==> src/rtl/core/h2d_pkg.sv <==
// Shared types and constants of the HTTP/2 receive deframer.
package h2d_pkg;

	localparam int PrefaceBytes = 24;
	localparam int FrameLimit   = 16384;

	typedef enum logic [1:0] {
		PH_PREFACE = 2'd0,
		PH_HEADER  = 2'd1,
		PH_PAYLOAD = 2'd2,
		PH_DEAD    = 2'd3
	} phase_t;

	typedef enum logic [3:0] {
		EV_PAYLOAD      = 4'd0,
		EV_FRAME_DONE   = 4'd1,
		EV_SETTINGS_ACK = 4'd2,
		EV_ACK_SEEN     = 4'd3,
		EV_PONG         = 4'd4,
		EV_HDRS_DONE    = 4'd5,
		EV_HDRS_RESP    = 4'd6,
		EV_PREFACE_OK   = 4'd7,
		EV_BAD_PREFACE  = 4'd8,
		EV_TOO_LONG     = 4'd9,
		EV_HDRS_ZERO    = 4'd10,
		EV_CONT_MISM    = 4'd11,
		EV_BAD_PING     = 4'd12
	} event_t;

	localparam logic [7:0] TypeHeaders  = 8'h01;
	localparam logic [7:0] TypeSettings = 8'h04;
	localparam logic [7:0] TypePing     = 8'h06;
	localparam logic [7:0] TypeCont     = 8'h09;
	localparam logic [7:0] FlagAck      = 8'h01;
	localparam logic [7:0] FlagEndStrm  = 8'h01;
	localparam logic [7:0] FlagEndHdrs  = 8'h04;
	localparam logic [15:0] SetMaxStreams = 16'h0003;
	localparam logic [15:0] SetWindow     = 16'h0004;
	localparam logic [31:0] MaxStreamsRst = 32'd100;
	localparam logic [31:0] WindowRst     = 32'd65535;

	typedef struct packed {
		logic [3:0]  event_res;
		logic [7:0]  frame_type;
		logic [7:0]  frame_flags;
		logic [30:0] stream_id;
		logic [23:0] frame_length;
		logic        payload_valid;
		logic [7:0]  payload_byte;
		logic [13:0] payload_offset;
		logic        commit;          // back end applies pending settings
		logic        set_entry;       // a full settings entry completed
		logic [15:0] entry_id;
		logic [31:0] entry_value;
		logic        clear_pending;   // header end discards pending settings
		logic        emit;            // a result word goes out
	} cmd_t;

	function automatic logic [7:0] preface_byte(input logic [4:0] idx);
		case (idx)
			5'd0: preface_byte = 8'h50;  5'd1: preface_byte = 8'h52;
			5'd2: preface_byte = 8'h49;  5'd3: preface_byte = 8'h20;
			5'd4: preface_byte = 8'h2A;  5'd5: preface_byte = 8'h20;
			5'd6: preface_byte = 8'h48;  5'd7: preface_byte = 8'h54;
			5'd8: preface_byte = 8'h54;  5'd9: preface_byte = 8'h50;
			5'd10: preface_byte = 8'h2F; 5'd11: preface_byte = 8'h32;
			5'd12: preface_byte = 8'h2E; 5'd13: preface_byte = 8'h30;
			5'd14: preface_byte = 8'h0D; 5'd15: preface_byte = 8'h0A;
			5'd16: preface_byte = 8'h0D; 5'd17: preface_byte = 8'h0A;
			5'd18: preface_byte = 8'h53; 5'd19: preface_byte = 8'h4D;
			5'd20: preface_byte = 8'h0D; 5'd21: preface_byte = 8'h0A;
			5'd22: preface_byte = 8'h0D; 5'd23: preface_byte = 8'h0A;
			default: preface_byte = 8'h00;
		endcase
	endfunction

	function automatic logic [3:0] frame_action(input logic [7:0] ftype,
		input logic [7:0] flags);
		case (ftype)
			TypeSettings: frame_action = (flags & FlagAck) != 8'd0 ?
				EV_ACK_SEEN : EV_SETTINGS_ACK;
			TypeHeaders, TypeCont: begin
				if ((flags & FlagEndHdrs) != 8'd0)
					frame_action = (flags & FlagEndStrm) != 8'd0 ?
						EV_HDRS_RESP : EV_HDRS_DONE;
				else
					frame_action = EV_FRAME_DONE;
			end
			TypePing: frame_action = (flags & FlagAck) != 8'd0 ?
				EV_FRAME_DONE : EV_PONG;
			default: frame_action = EV_FRAME_DONE;
		endcase
	endfunction

endpackage

==> src/rtl/core/h2d_if.sv <==
// Valid/ready channel interfaces of the deframer.
interface h2d_in_if;
	logic       valid;
	logic       ready;
	logic [7:0] data_byte;
	modport source(output valid, output data_byte, input ready);
	modport sink(input valid, input data_byte, output ready);
endinterface

interface h2d_cfg_if;
	logic        valid;
	logic        ready;
	logic [14:0] max_frame_len;
	modport source(output valid, output max_frame_len, input ready);
	modport sink(input valid, input max_frame_len, output ready);
endinterface

interface h2d_out_if;
	logic        valid;
	logic        ready;
	logic [3:0]  event_res;
	logic [7:0]  frame_type;
	logic [7:0]  frame_flags;
	logic [30:0] stream_id;
	logic [23:0] frame_length;
	logic        payload_valid;
	logic [7:0]  payload_byte;
	logic [13:0] payload_offset;
	logic [31:0] peer_max_streams;
	logic [31:0] peer_window;
	modport source(output valid, output event_res, output frame_type,
		output frame_flags, output stream_id, output frame_length,
		output payload_valid, output payload_byte, output payload_offset,
		output peer_max_streams, output peer_window, input ready);
	modport sink(input valid, input event_res, input frame_type,
		input frame_flags, input stream_id, input frame_length,
		input payload_valid, input payload_byte, input payload_offset,
		input peer_max_streams, input peer_window, output ready);
endinterface

==> src/rtl/core/h2d_front.sv <==
// Front end: preface match, header split, checks and settings entry parse.
module h2d_front (
	input  logic              clk,
	input  logic              arst_n,
	input  logic              in_valid,
	input  logic [7:0]        in_byte,
	input  logic [14:0]       max_frame_len,
	output logic              take,
	input  logic              q_full,
	output h2d_pkg::cmd_t     cmd
);

	h2d_pkg::phase_t phase_q, phase_nx;
	logic [4:0]  preface_pos_q;
	logic        preface_bad_q;
	logic [3:0]  header_pos_q;
	logic [23:0] cur_length_q;
	logic [7:0]  cur_type_q, cur_flags_q;
	logic [30:0] cur_stream_q;
	logic [14:0] payload_pos_q;
	logic [30:0] header_stream_q;
	logic [2:0]  entry_pos_q;
	logic [15:0] entry_id_q;
	logic [31:0] entry_value_q;

	logic [23:0] len_n;
	logic [30:0] strm_n;
	logic [14:0] limit;
	logic        bad_n;
	logic [14:0] pp_n;
	logic        is_set;

	assign take = in_valid && !q_full;
	assign limit = max_frame_len > 15'(h2d_pkg::FrameLimit) ?
		15'(h2d_pkg::FrameLimit) : max_frame_len;
	// The length bytes are complete before the last header byte arrives.
	assign len_n  = cur_length_q;
	assign strm_n = {cur_stream_q[30:8], in_byte};
	assign bad_n  = preface_bad_q || in_byte != h2d_pkg::preface_byte(preface_pos_q);
	assign pp_n   = payload_pos_q + 15'd1;
	assign is_set = cur_type_q == h2d_pkg::TypeSettings &&
		(cur_flags_q & h2d_pkg::FlagAck) == 8'd0;

	always_comb begin
		phase_nx = phase_q;
		if (take) begin
			case (phase_q)
				h2d_pkg::PH_PREFACE:
					if (preface_pos_q == 5'(h2d_pkg::PrefaceBytes - 1))
						phase_nx = bad_n ? h2d_pkg::PH_DEAD : h2d_pkg::PH_HEADER;
				h2d_pkg::PH_HEADER:
					if (header_pos_q == 4'd8) begin
						if (cmd.event_res >= 4'(h2d_pkg::EV_TOO_LONG))
							phase_nx = h2d_pkg::PH_DEAD;
						else if (len_n != 24'd0)
							phase_nx = h2d_pkg::PH_PAYLOAD;
					end
				h2d_pkg::PH_PAYLOAD:
					if (24'(pp_n) >= cur_length_q) phase_nx = h2d_pkg::PH_HEADER;
				default: phase_nx = h2d_pkg::PH_DEAD;
			endcase
		end
	end

	always_comb begin
		cmd = '0;
		cmd.entry_id = entry_id_q;
		cmd.entry_value = {entry_value_q[23:0], in_byte};
		cmd.frame_type = cur_type_q;
		cmd.frame_flags = cur_flags_q;
		cmd.stream_id = cur_stream_q;
		cmd.frame_length = cur_length_q;
		case (phase_q)
			h2d_pkg::PH_PREFACE: begin
				cmd.frame_type = '0; cmd.frame_flags = '0;
				cmd.stream_id = '0; cmd.frame_length = '0;
				cmd.emit = preface_pos_q == 5'(h2d_pkg::PrefaceBytes - 1);
				cmd.event_res = bad_n ? h2d_pkg::EV_BAD_PREFACE : h2d_pkg::EV_PREFACE_OK;
			end
			h2d_pkg::PH_HEADER: begin
				cmd.stream_id = strm_n;
				cmd.frame_length = len_n;
				cmd.clear_pending = header_pos_q == 4'd8;
				if (len_n > 24'(limit)) cmd.event_res = h2d_pkg::EV_TOO_LONG;
				else if (cur_type_q == h2d_pkg::TypeHeaders && strm_n == 31'd0)
					cmd.event_res = h2d_pkg::EV_HDRS_ZERO;
				else if (cur_type_q == h2d_pkg::TypeCont && strm_n != header_stream_q)
					cmd.event_res = h2d_pkg::EV_CONT_MISM;
				else if (cur_type_q == h2d_pkg::TypePing && len_n != 24'd8)
					cmd.event_res = h2d_pkg::EV_BAD_PING;
				else cmd.event_res = h2d_pkg::frame_action(cur_type_q, cur_flags_q);
				cmd.emit = header_pos_q == 4'd8 &&
					(cmd.event_res >= 4'(h2d_pkg::EV_TOO_LONG) || len_n == 24'd0);
				// Zero-length SETTINGS commit nothing pending, so no commit flag.
			end
			h2d_pkg::PH_PAYLOAD: begin
				cmd.emit = 1'b1;
				cmd.payload_valid = 1'b1;
				cmd.payload_byte = in_byte;
				cmd.payload_offset = payload_pos_q[13:0];
				cmd.set_entry = is_set && entry_pos_q == 3'd5;
				if (24'(pp_n) >= cur_length_q) begin
					cmd.event_res = h2d_pkg::frame_action(cur_type_q, cur_flags_q);
					// The entry position counts the payload modulo 6, so the length
					// is whole entries exactly when the last byte closes an entry.
					cmd.commit = is_set && entry_pos_q == 3'd5;
				end else
					cmd.event_res = h2d_pkg::EV_PAYLOAD;
			end
			default: cmd.emit = 1'b0;
		endcase
		cmd.emit = cmd.emit && take;
		cmd.set_entry = cmd.set_entry && take;
		cmd.commit = cmd.commit && take;
		cmd.clear_pending = cmd.clear_pending && take;
	end

	always_ff @(posedge clk or negedge arst_n) begin
		if (!arst_n) begin
			phase_q <= h2d_pkg::PH_PREFACE;
			preface_pos_q <= '0;
			preface_bad_q <= 1'b0;
			header_pos_q <= '0;
			cur_length_q <= '0;
			cur_type_q <= '0;
			cur_flags_q <= '0;
			cur_stream_q <= '0;
			payload_pos_q <= '0;
			header_stream_q <= '0;
			entry_pos_q <= '0;
			entry_id_q <= '0;
			entry_value_q <= '0;
		end else begin
			phase_q <= phase_nx;
			if (take) begin
				case (phase_q)
					h2d_pkg::PH_PREFACE: begin
						preface_bad_q <= bad_n;
						preface_pos_q <= preface_pos_q + 5'd1;
						if (preface_pos_q == 5'(h2d_pkg::PrefaceBytes - 1)) begin
							preface_pos_q <= '0;
							preface_bad_q <= 1'b0;
						end
					end
					h2d_pkg::PH_HEADER: begin
						header_pos_q <= header_pos_q == 4'd8 ? 4'd0 : header_pos_q + 4'd1;
						case (header_pos_q)
							4'd0: cur_length_q <= {in_byte, 16'd0};
							4'd1: cur_length_q[15:8] <= in_byte;
							4'd2: cur_length_q[7:0] <= in_byte;
							4'd3: cur_type_q <= in_byte;
							4'd4: cur_flags_q <= in_byte;
							4'd5: cur_stream_q <= {in_byte[6:0], 24'd0};
							4'd6: cur_stream_q[23:16] <= in_byte;
							4'd7: cur_stream_q[15:8] <= in_byte;
							default: begin
								cur_stream_q[7:0] <= in_byte;
								payload_pos_q <= '0;
								entry_pos_q <= '0;
								entry_id_q <= '0;
								entry_value_q <= '0;
								if (cmd.event_res < 4'(h2d_pkg::EV_TOO_LONG) &&
									cur_type_q == h2d_pkg::TypeHeaders)
									header_stream_q <= strm_n;
							end
						endcase
					end
					h2d_pkg::PH_PAYLOAD: begin
						payload_pos_q <= pp_n;
						if (is_set) begin
							if (entry_pos_q == 3'd5) begin
								entry_pos_q <= '0;
								entry_id_q <= '0;
								entry_value_q <= '0;
							end else begin
								entry_pos_q <= entry_pos_q + 3'd1;
								if (entry_pos_q < 3'd2) entry_id_q <= {entry_id_q[7:0], in_byte};
								else entry_value_q <= cmd.entry_value;
							end
						end
					end
					default: ;
				endcase
			end
		end
	end

	property p_dead_stays;
		@(posedge clk) disable iff (!arst_n)
		phase_q == h2d_pkg::PH_DEAD |=> phase_q == h2d_pkg::PH_DEAD;
	endproperty
	a_dead_stays: assert property (p_dead_stays) else $error("left dead state");
	a_dead_silent: assert property (@(posedge clk) disable iff (!arst_n)
		phase_q == h2d_pkg::PH_DEAD |-> !cmd.emit) else $error("dead emits");
	a_hdr_pos: assert property (@(posedge clk) disable iff (!arst_n)
		header_pos_q <= 4'd8) else $error("header position overrun");
	a_entry_pos: assert property (@(posedge clk) disable iff (!arst_n)
		entry_pos_q <= 3'd5) else $error("entry position overrun");

endmodule

==> src/rtl/core/h2d_back.sv <==
// Back end: command queue, settings registers and output register.
module h2d_back #(
	parameter int Depth = 4
) (
	input  logic          clk,
	input  logic          arst_n,
	input  h2d_pkg::cmd_t cmd,
	output logic          q_full,
	h2d_out_if.source     res
);

	localparam int Aw = $clog2(Depth);

	h2d_pkg::cmd_t mem_q [Depth];
	logic [Aw-1:0] wp_q, rp_q;
	logic [Aw:0]   cnt_q;
	logic          pop, push;
	h2d_pkg::cmd_t head;
	logic [31:0]   pend_str_q, pend_win_q, max_str_q, win_q;
	logic          pend_str_set_q, pend_win_set_q;
	logic [31:0]   max_str_n, win_n;
	logic          ovalid_q;

	// Settings side effects ride in the queue with the words, so the
	// committed values appear exactly on the word that commits them.
	assign push = cmd.emit || cmd.set_entry || cmd.clear_pending || cmd.commit;
	assign q_full = cnt_q == (Aw+1)'(Depth);
	assign head = mem_q[rp_q];
	assign pop = cnt_q != '0 && (!head.emit || !ovalid_q || res.ready);

	// The entry closed by the last payload byte counts in its own commit.
	always_comb begin
		max_str_n = max_str_q;
		win_n = win_q;
		if (head.commit) begin
			if (head.set_entry && head.entry_id == h2d_pkg::SetMaxStreams)
				max_str_n = head.entry_value;
			else if (pend_str_set_q) max_str_n = pend_str_q;
			if (head.set_entry && head.entry_id == h2d_pkg::SetWindow)
				win_n = head.entry_value;
			else if (pend_win_set_q) win_n = pend_win_q;
		end
	end

	always_ff @(posedge clk) begin
		if (push) mem_q[wp_q] <= cmd;
	end

	always_ff @(posedge clk or negedge arst_n) begin
		if (!arst_n) begin
			wp_q <= '0;
			rp_q <= '0;
			cnt_q <= '0;
			ovalid_q <= 1'b0;
			pend_str_set_q <= 1'b0;
			pend_win_set_q <= 1'b0;
			pend_str_q <= '0;
			pend_win_q <= '0;
			max_str_q <= h2d_pkg::MaxStreamsRst;
			win_q <= h2d_pkg::WindowRst;
		end else begin
			if (push) wp_q <= wp_q == Aw'(Depth - 1) ? '0 : wp_q + Aw'(1);
			if (pop) rp_q <= rp_q == Aw'(Depth - 1) ? '0 : rp_q + Aw'(1);
			cnt_q <= cnt_q + (Aw+1)'(push) - (Aw+1)'(pop);
			if (res.ready) ovalid_q <= 1'b0;
			if (pop) begin
				if (head.set_entry) begin
					if (head.entry_id == h2d_pkg::SetMaxStreams) begin
						pend_str_q <= head.entry_value;
						pend_str_set_q <= 1'b1;
					end else if (head.entry_id == h2d_pkg::SetWindow) begin
						pend_win_q <= head.entry_value;
						pend_win_set_q <= 1'b1;
					end
				end
				if (head.clear_pending) begin
					pend_str_set_q <= 1'b0;
					pend_win_set_q <= 1'b0;
				end
				max_str_q <= max_str_n;
				win_q <= win_n;
				if (head.emit) begin
					ovalid_q <= 1'b1;
					res.event_res <= head.event_res;
					res.frame_type <= head.frame_type;
					res.frame_flags <= head.frame_flags;
					res.stream_id <= head.stream_id;
					res.frame_length <= head.frame_length;
					res.payload_valid <= head.payload_valid;
					res.payload_byte <= head.payload_byte;
					res.payload_offset <= head.payload_offset;
					res.peer_max_streams <= max_str_n;
					res.peer_window <= win_n;
				end
			end
		end
	end

	assign res.valid = ovalid_q;

	a_no_overflow: assert property (@(posedge clk) disable iff (!arst_n)
		q_full |-> !push) else $error("queue overflow");
	a_cnt_range: assert property (@(posedge clk) disable iff (!arst_n)
		cnt_q <= (Aw+1)'(Depth)) else $error("queue count out of range");
	a_hold: assert property (@(posedge clk) disable iff (!arst_n)
		ovalid_q && !res.ready |=> ovalid_q) else $error("result dropped");

endmodule

==> src/rtl/core/http2_frame_deframer_top.sv <==
// Top level of the HTTP/2 receive deframer.
// Throughput: one byte per cycle while the result side keeps up.
// A byte's result word passes through the command queue and then the output
// register before it shows.
// A four-entry command queue lets the input run on while results stall.
// Reset (arst_n low) returns to preface matching with default settings.
module http2_frame_deframer_top #(
	parameter int QueueDepth = 4
) (
	input logic        clk,
	input logic        arst_n,
	h2d_in_if.sink     in_ch,
	h2d_cfg_if.sink    cfg,
	h2d_out_if.source  out_ch
);

	logic [14:0]   max_frame_len_q;
	logic          take;
	logic          q_full;
	h2d_pkg::cmd_t cmd;

	assign cfg.ready = 1'b1;
	assign in_ch.ready = !q_full;

	always_ff @(posedge clk or negedge arst_n) begin
		if (!arst_n) max_frame_len_q <= 15'(h2d_pkg::FrameLimit);
		else if (cfg.valid) max_frame_len_q <= cfg.max_frame_len;
	end

	h2d_front u_front (
		.clk, .arst_n,
		.in_valid(in_ch.valid),
		.in_byte(in_ch.data_byte),
		.max_frame_len(max_frame_len_q),
		.take,
		.q_full,
		.cmd
	);

	h2d_back #(.Depth(QueueDepth)) u_back (
		.clk, .arst_n,
		.cmd,
		.q_full,
		.res(out_ch)
	);

	a_take: assert property (@(posedge clk) disable iff (!arst_n)
		take == (in_ch.valid && in_ch.ready)) else $error("accept mismatch");

endmodule

==> src/flat_wrapper.sv <==
// flat-port wrapper written by rule: the top's interface ports become plain ports
module http2_frame_deframer_top_flat 
#(
	parameter int QueueDepth = 4
)
  (clk, arst_n, in_ch_valid, in_ch_data_byte, in_ch_ready, cfg_valid, cfg_max_frame_len, cfg_ready, out_ch_valid, out_ch_event_res, out_ch_frame_type, out_ch_frame_flags, out_ch_stream_id, out_ch_frame_length, out_ch_payload_valid, out_ch_payload_byte, out_ch_payload_offset, out_ch_peer_max_streams, out_ch_peer_window, out_ch_ready);
  h2d_in_if in_ch_i ();
  h2d_cfg_if cfg_i ();
  h2d_out_if out_ch_i ();
  input logic clk;
  input logic arst_n;
  input wire logic [$bits(in_ch_i.valid)-1:0] in_ch_valid;
  input wire logic [$bits(in_ch_i.data_byte)-1:0] in_ch_data_byte;
  output wire logic [$bits(in_ch_i.ready)-1:0] in_ch_ready;
  input wire logic [$bits(cfg_i.valid)-1:0] cfg_valid;
  input wire logic [$bits(cfg_i.max_frame_len)-1:0] cfg_max_frame_len;
  output wire logic [$bits(cfg_i.ready)-1:0] cfg_ready;
  output wire logic [$bits(out_ch_i.valid)-1:0] out_ch_valid;
  output wire logic [$bits(out_ch_i.event_res)-1:0] out_ch_event_res;
  output wire logic [$bits(out_ch_i.frame_type)-1:0] out_ch_frame_type;
  output wire logic [$bits(out_ch_i.frame_flags)-1:0] out_ch_frame_flags;
  output wire logic [$bits(out_ch_i.stream_id)-1:0] out_ch_stream_id;
  output wire logic [$bits(out_ch_i.frame_length)-1:0] out_ch_frame_length;
  output wire logic [$bits(out_ch_i.payload_valid)-1:0] out_ch_payload_valid;
  output wire logic [$bits(out_ch_i.payload_byte)-1:0] out_ch_payload_byte;
  output wire logic [$bits(out_ch_i.payload_offset)-1:0] out_ch_payload_offset;
  output wire logic [$bits(out_ch_i.peer_max_streams)-1:0] out_ch_peer_max_streams;
  output wire logic [$bits(out_ch_i.peer_window)-1:0] out_ch_peer_window;
  input wire logic [$bits(out_ch_i.ready)-1:0] out_ch_ready;
  assign in_ch_i.valid = in_ch_valid;
  assign in_ch_i.data_byte = in_ch_data_byte;
  assign in_ch_ready = in_ch_i.ready;
  assign cfg_i.valid = cfg_valid;
  assign cfg_i.max_frame_len = cfg_max_frame_len;
  assign cfg_ready = cfg_i.ready;
  assign out_ch_valid = out_ch_i.valid;
  assign out_ch_event_res = out_ch_i.event_res;
  assign out_ch_frame_type = out_ch_i.frame_type;
  assign out_ch_frame_flags = out_ch_i.frame_flags;
  assign out_ch_stream_id = out_ch_i.stream_id;
  assign out_ch_frame_length = out_ch_i.frame_length;
  assign out_ch_payload_valid = out_ch_i.payload_valid;
  assign out_ch_payload_byte = out_ch_i.payload_byte;
  assign out_ch_payload_offset = out_ch_i.payload_offset;
  assign out_ch_peer_max_streams = out_ch_i.peer_max_streams;
  assign out_ch_peer_window = out_ch_i.peer_window;
  assign out_ch_i.ready = out_ch_ready;
  http2_frame_deframer_top #(.QueueDepth(QueueDepth)) u_core (.clk(clk), .arst_n(arst_n), .in_ch(in_ch_i), .cfg(cfg_i), .out_ch(out_ch_i));
endmodule
==> config.mk <==
export PLATFORM = sky130hd
export DESIGN_NAME = http2_frame_deframer_top_flat
export DESIGN_NICKNAME = d
export VERILOG_FILES = /design/src/rtl/core/h2d_pkg.sv /design/src/rtl/core/h2d_if.sv /design/src/rtl/core/h2d_front.sv /design/src/rtl/core/h2d_back.sv /design/src/rtl/core/http2_frame_deframer_top.sv /design/src/flat_wrapper.sv
export SDC_FILE = /design/constraint.sdc
export NUM_CORES = 1
export LEC_CHECK = 0
export BUFFER_PORTS_ARGS = -buffer_cell sky130_fd_sc_hd__buf_4
export CELL_PAD_IN_SITES_DETAIL_PLACEMENT = 1
export CELL_PAD_IN_SITES_GLOBAL_PLACEMENT = 2
export CORE_ASPECT_RATIO = 1.5
export CORE_UTILIZATION = 49
export CTS_CLUSTER_DIAMETER = 100
export DETAILED_ROUTE_END_ITERATION = 6
export PLACE_DENSITY = 0.93
export SETUP_SLACK_MARGIN = 0.5
export SYNTH_ARGS = -nofsm -noshare
export SYNTH_HDL_FRONTEND = slang
export SYNTH_SLANG_ARGS = --single-unit
==> constraint.sdc <==
create_clock -name clk -period 14.08 [get_ports clk]
set_input_delay 0.704 -clock clk [delete_from_list [all_inputs] [get_ports clk]]
set_output_delay 0.704 -clock clk [all_outputs]
set_load 0.005 [all_outputs]
==> key figures, run 1 <==
Die
  • Standard-cell rows: ~130
  • Core footprint: around 0.089 mm²
  • Initial Utilization: between 40 and 50%
  • Top-Level Pins: slightly below 200
  • Die X: around 250 µm
  • Die area: 0.0909 mm²
  • Die Ht: between 300 and 400 µm

Synth
  • Top cell type's share of synthesized area: around 52%
  • Primary FF master, synth: edfxtp_1
  • Mapped Cells: 2723
  • Yosys top cell by area: edfxtp_1
  • Syn. warnings: 0
  • Synth top area cells: edfxtp_1 (52%), dfrtp_1 (17%), mux4_2 (7.2%)
  • Yosys cell types: 72
  • Syn Nets: between 2k and 3k
  • Synthesized area: between 0.04 and 0.05 mm²
  • Post-synth EDFFs: roughly 760
  • Synth Register Bits: around 1.1k
  • Sequential share of the synthesized area: 70.7%
  • Asr flop ratio synth: 29.9%
  • Syn Area/Cell: ~16 µm²

Detailed routing
  • DRC violations left: 0
  • Mean routed wirelength per cell: roughly 28 µm
  • Routed Antenna Nets: 0
  • DRT Pass-1 Iters: 6
  • Via count: about 25k
  • Average via count per standard cell: about 6
  • Final wirelength: ~110 mm
  • Initial drt markers: roughly 2.1k

Finish
  • Post-layout util: about 56%
  • Fill cell count: 8107
  • Layout cell share with drive strength beyond 1: a little under a quarter
  • Fin area: about 0.050 mm²
  • Final #Nets: just under 3k
  • Synth-to-Final Area Change: 13.5%
  • Inserted Diodes: 0

Critical path
  • Crit path launch type: flip-flop
  • Req. time, crit path: approximately 15000 ps
  • Reg2reg start: u_core.u_back.rp_q[0]
  • Critical Path AT: roughly 5300 ps
  • Endpoint class of the critical path: flip-flop
  • Cell count of the worst reg-to-reg path: 6
  • Kind of critical path: reg -> reg
  • Crit-path max FO: 108
  • Reg2Reg Capture Point: u_core.u_back.max_str_q[21]
  • R2R Setup Slk: slightly above 9000 ps

Min path
  • Hold Path Class: in -> async

Timing
  • Final clock skew: roughly 30 ps
  • Fmax: roughly 210 MHz
  • Max-slew violation count: 0
  • Fin Hold WS: slightly above 30 ps
  • Crit share post-route: roughly a third
  • Setup violations, final: 0
  • RSZ-0062 raised after global routing: false
  • Endpoints failing hold: 0
  • Min Tclk post-route: between 4000 and 5000 ps
  • Worst-margin pin slew: ~1300 ps
  • Post-Route Setup TNS: 0 ps
  • Worst rel slew slack: approximately 14%

Placed design
  • Routability Congestion: around 0.85
  • Post-Place Cell Area: 0.0465 mm²
  • Port Buffers: roughly 190
  • Final HPWL DP: around 70 mm

CTS
  • Max Root-Sink Buffers: 3
  • Post-cts resize count: 0
  • Clk slew on worst S/H paths: approximately 60 ps
  • Clk root buf: clkbuf_16
  • Num CTS Buffers: approximately 100
  • CTS tree: yes
  • CTS Sinks: between 1k and 1.5k
  • Htree depth: 3
  • Clock latency on the worst-skew pair: roughly 700 ps
  • Hold buffer count at CTS: 0
  • Setup Buffers After CTS: 0

Global route
  • Antenna violations before repair: 1
  • Largest net degree at the start of global routing: 115
  • Gr ovfl total: 0
  • Total GRT Usage: about a quarter
  • Vias in the first global route: 27.8k
  • First-pass GRT wire length: between 150 and 200 mm

Run status
  • Status: finished clean

Power and ir drop
  • Lkg Pwr: 18.9 nW
  • Gate power share: between 20 and 25%
  • Power density cells: 180 mW/mm²
  • Clock power share: a little under a third
  • Switching power: approximately 0.0027 W
  • Seq pwr share: between 40% and 50%
  • VDD IR max: 0.166 mV
  • Internal cell power: between 0.006 and 0.007 W
  • Switch share: ~30%

Flow run
  • Maxcap violations: 0
==> per-layer routing <==
layer | vias to the layer above | GRT usage (%) | wire [µm]
met5 | - | 0 | 11
met4 | 2 | 10.8 | 4230
met3 | 227 | 3.32 | 5030
met2 | 822 | 46.9 | 62700
met1 | 13500 | 30.0 | 42600
li1 | 10800 | - | -
==> flip-flops by register name, indices dropped and copies added, names as in the netlist, 14 cells and up <==
signal	cells
u_core.u_back.res.peer_window	32
u_core.u_back.res.stream_id	31
u_core.u_front.cur_length_q	24
u_core.u_front.header_stream_q	31
u_core.u_back.res.peer_max_streams	32
u_core.u_front.payload_pos_q	15
u_core.u_back.pend_win_q	32
u_core.u_back.max_str_q	32
u_core.u_front.cur_stream_q	31
u_core.u_back.mem_q	600
u_core.u_front.entry_id_q	16
u_core.u_back.res.payload_offset	14
u_core.max_frame_len_q	15
u_core.u_back.pend_str_q	32
u_core.u_front.entry_value_q	24
u_core.u_back.win_q	32
u_core.u_back.res.frame_length	24
==> power groups by stage <==
| stage | clock network (W) | logic (W) | registers, W |
|---|---|---|---|
| 6_report | 0.00277 | 0.00200 | 0.00422 |
| 4_1_cts | 0.00282 | 0.00201 | 0.00422 |
| 5_1_grt | 0.00292 | 0.00214 | 0.00426 |
| 3_5_place_dp | 0 | 0.00198 | 0.00428 |
| 3_3_place_gp | 0 | 0.00188 | 0.00425 |
| 2_1_floorplan | 0 | 0.00128 | 0.00417 |
==> stage by stage <==
step                      total power (W)  setup WS [ps]  instances
after floorplan                   0.00545           5490       2723
after global placement            0.00613           9440       3941
after detailed placement          0.00626           9330       3941
after CTS                         0.00906           9290       4126
after global routing              0.00931           9030       4126
final                             0.00899           9310       4126
==> cells by family after synthesis <==
logic type	share of synthesized area (%)
buf+inv	2.13
flops	70.7
xor+xnor	1.02
simple gates	7.25
mux	11.3
compound gates	6.06
other cells	0.00854
fa+ha+maj	1.53
==> cell usage after synthesis (all sizes together), types with 5 or more instances <==
cell type  count
nand4         15
nor3          12
a21oi         58
nand2        133
nor4          20
nor2b         54
buf           40
a221o         64
or4           14
a22o          59
a22oi          5
a21o           8
nand3        100
a31oi          5
o21ai        117
mux4         140
xnor2         41
nor2          91
o22ai         35
dfrtp        305
and2          40
and3         111
clkbuf       123
edfxtp       762
xor2          10
dfstp         20
mux2         160
ha            52
inv           73
nand2b         5
==> cell usage in the layout (no fill, tap or decap), types with 88 or more instances in the layout <==
cell,count
nand3_1,100
clkbuf_16,101
and3_1,111
mux4_2,140
edfxtp_1,762
nand2_1,133
mux2_2,148
o21ai_0,116
dfrtp_1,303
buf_4,222
nor2_1,88
==> critical path, stage by stage, from the launching register on <==
cell	delay (ps)
dfrtp_4	910
buf_12	780
mux4_2	670
a31oi_4	250
and3_1	1050
a21oi_4	410
a221o_1	480
==> final cells by class <==
class                      count  area, µm²  share of cell area [%]
clock buffer                 144       2800                    5.61
inverter                      73        274                   0.549
sequential                  1087      31000                    62.3
clock inverter                41        551                    1.10
tap                         1156       1450                    2.90
timing repair buffer         225       1720                    3.45
multi-input combinational   1400      12000                    24.1
==> how the worst max path moves through the flow <==
stage	startpoint	slack, ps	cells past startpoint	to
5_1_grt	u_core.u_back.rp_q[0]	9030	6	u_core.u_back.max_str_q[27]
4_1_cts	u_core.u_back.rp_q[0]	9290	6	u_core.u_back.max_str_q[21]
6_report	u_core.u_back.rp_q[0]	9310	6	u_core.u_back.max_str_q[21]
3_5_place_dp	u_core.u_back.rp_q[0]	9330	6	u_core.u_back.max_str_q[22]
3_3_place_gp	u_core.u_back.rp_q[0]	9440	6	u_core.u_back.max_str_q[25]
2_1_floorplan	u_core.u_back.rp_q[0]	5490	5	u_core.u_back.res.event_res[0]
Note: power is estimated with default switching activity, not from simulation.
==> run 2, diff against run 1 <==
--- a/config.mk
+++ b/config.mk
@@ -9,10 +9,10 @@
 export CELL_PAD_IN_SITES_DETAIL_PLACEMENT = 1
 export CELL_PAD_IN_SITES_GLOBAL_PLACEMENT = 2
 export CORE_ASPECT_RATIO = 1.5
-export CORE_UTILIZATION = 49
+export CORE_UTILIZATION = 41
 export CTS_CLUSTER_DIAMETER = 100
 export DETAILED_ROUTE_END_ITERATION = 6
-export PLACE_DENSITY = 0.93
+export PLACE_DENSITY = 0.84
 export SETUP_SLACK_MARGIN = 0.5
 export SYNTH_ARGS = -nofsm -noshare
 export SYNTH_HDL_FRONTEND = slang
==> constraint.sdc (replaced) <==
create_clock -name clk -period 4.1 [get_ports clk]
set_input_delay 0.205 -clock clk [delete_from_list [all_inputs] [get_ports clk]]
set_output_delay 0.205 -clock clk [all_outputs]
set_load 0.005 [all_outputs]
==> run 2 against run 1 <==
Via count barely moved; critical path type unchanged; sequential power rose to 3.4 times the previous value; sequential share of layout area decreased by 1.6 points; highest routed layer unchanged; sequential cell count unchanged; combinational power increased to 3.4 times the previous value; register-to-register slack worse by 8700 ps; critical path depth stayed put; cell area is 2.7% higher; first-iteration DRC count shrank 11%.
==> key figures, run 2 (synthesis gave the netlist of run 1 again) <==
Run status
  • Status: finished clean

CTS
  • CTS tree: yes
  • Clock latency on the worst-skew pair: 720 ps (about the same)
  • Max Root-Sink Buffers: 3 (unchanged)
  • Clk slew on worst S/H paths: 60 ps (about the same)
  • Num CTS Buffers: 103 (+5.1%)
  • Clk root buf: clkbuf_16
  • CTS Sinks: 1087 (unchanged)
  • Htree depth: 3 (unchanged)

Power and ir drop
  • Lkg Pwr: 19.4 nW (+2.6%)
  • VDD IR max: 0.426 mV (+160%)
  • Power density cells: 612 mW/mm² (+240%)

Finish
  • Layout cell share with drive strength beyond 1: 25.3% (+1.6 points)
  • Most common cell after layout, fill and taps aside: edfxtp_1
  • Inserted Diodes: 0 (unchanged)
  • Final #Nets: 3046 (+2.7%)
  • Non-filler cells, final: 4462 (+8.1%)
  • Leading cell types in the layout, fill and taps excluded: edfxtp_1 (762), dfrtp_1 (300), buf_4 (249)
  • Fin area: 0.0512 mm² (+2.7%)
  • Synth-to-Final Area Change: 16.6%
  • Largest register by flop count: u_core.u_back.mem_q
  • Max reg flops: 600 (unchanged)

Timing
  • Crit share post-route: 85.2% (+51 points)
  • Min Tclk post-route: 3490 ps (-1270 ps)
  • Worst-margin pin slew: 1070 ps (-219 ps)
  • Fmax: 286 MHz (+36%)
  • Worst rel slew slack: 28.4% (+15 points)
  • Final clock skew: 36.6 ps (+6.43 ps)
  • RSZ-0062 raised after global routing: false
  • Post-Route Setup TNS: 0 ps (unchanged)
  • Max-slew violation count: 0 (unchanged)
  • Setup violations, final: 0 (unchanged)
  • Endpoints failing hold: 0 (unchanged)

Die
  • Standard-cell rows: 146 (+9.0%)
  • Die Ht: 403 µm (+9.3%)
  • Die X: 269 µm (+9.2%)
  • Top-Level Pins: 193 (unchanged)
  • Core footprint: 0.106 mm² (+19%)
  • Initial Utilization: 41.5% (-8.0 points)
  • Die area: 0.108 mm² (+19%)

Critical path
  • Crit path launch type: flip-flop
  • Kind of critical path: reg -> reg
  • Crit-path max FO: 24 (-78%)
  • Setup crit start: u_core.u_front.cur_type_q[5]
  • Reg2reg start: u_core.u_front.cur_type_q[5]
  • Critical Path AT: 4080 ps (-1250 ps)
  • Endpoint class of the critical path: flip-flop
  • Req. time, crit path: 4690 ps (-9960 ps)

Global route
  • Gr ovfl total: 0 (unchanged)
  • Total GRT Usage: 20.9% (-4.7 points)
  • First-pass GRT wire length: 173 mm (-0.53%)
  • Antenna violations before repair: 1 (unchanged)
  • Largest net degree at the start of global routing: 134 (+17%)
  • Vias in the first global route: 27.8k (+0.090%)

Detailed routing
  • Initial drt markers: 1875 (-11%)
  • DRT Pass-1 Iters: 5 (-1)
  • DRC violations left: 0 (unchanged)
  • Final wirelength: 113 mm (-1.3%)
  • Average via count per standard cell: 5.67 (-7.6%)
  • Routed Antenna Nets: 0 (unchanged)
  • Mean routed wirelength per cell: 25.3 µm (-8.7%)
  • Via count: 25.3k (-0.091%)

Placed design
  • Post-Place Cells: 4222 (+7.1%)
  • Final HPWL DP: 71.0 mm (+0.90%)
  • Port Buffers: 191 (unchanged)
  • Post-Place Cell Area: 0.0472 mm² (+1.4%)
  • Routability Congestion: 0.834 (-2.0%)

Min path
  • Hold Path Class: in -> reg
  • Hold Path Origin: in_ch_valid

Flow run
  • Maxcap violations: 0 (unchanged)
[run 2: power by group]
group	switching [W]	leakage (nW)	internal (W)
clock	0.00431	1.73	0.00570
sequential	0.000923	11.2	0.0135
combinational	0.00398	6.45	0.00291
total	0.00921	19.4	0.0221
[run 2: repair_timing]
action,4_1_cts,5_1_grt
hold buffers,36,0
buffers inserted,0,8
pin swaps,1,2
resized for setup,4,11
endpoints found under the hold margin,112,0
endpoints found under the setup margin,18,60
[run 2: routing by layer]
layer / GRT usage, % / share of wire (%) / vias to the layer above
li1: - / - / 11000
met1: 25.1 / 39 / 13500
met2: 38.5 / 54 / 646
met3: 2.41 / 3.6 / 191
met4: 7.43 / 2.8 / 2
met5: 0 / 0.011 / -
[run 2: critical path: stages (launching register included)]
cell     delay [ps]
dfrtp_1         410
or4_4           570
or4b_4          560
or4_4           530
a22o_1          290
a21oi_4         570
mux2_2          410
[run 2: stage by stage]
stage	hold WS [ps]	util, %	total power, W	setup WS [ps]
floorplan	-90.6	-	0.0187	147
global placement	271	44.5	0.0211	565
detailed placement	291	44.5	0.0215	402
CTS	16.0	48.3	0.0316	518
global route	68.9	48.3	0.0326	494
finish	61.8	48.3	0.0313	606
[run 2: path summary, 6_finish.rpt]
path | endpoint | slack, ps | cells past startpoint
setup / recovery | u_core.u_front.entry_id_q[3] | 610 | 6
hold / removal | u_core.u_front.preface_pos_q[0] | 60 | 5
max in group asynchronous | u_core.u_front.payload_pos_q[2] | 2510 | 3
min in group asynchronous | u_core.u_front.entry_value_q[18] | 110 | 2
hold reg to reg | u_core.u_front.preface_bad_q | 510 | 1
setup reg to reg | u_core.u_front.entry_id_q[3] | 610 | 6
[run 2: cell type report]
cell class | count | area [µm²]
multi-input combinational | 1400 | 12000
inverter | 73 | 274
clock inverter | 66 | 835
tap | 1406 | 1760
clock buffer | 130 | 2750
timing repair buffer | 300 | 2510
fill | 10200 | 54700
sequential | 1087 | 31100
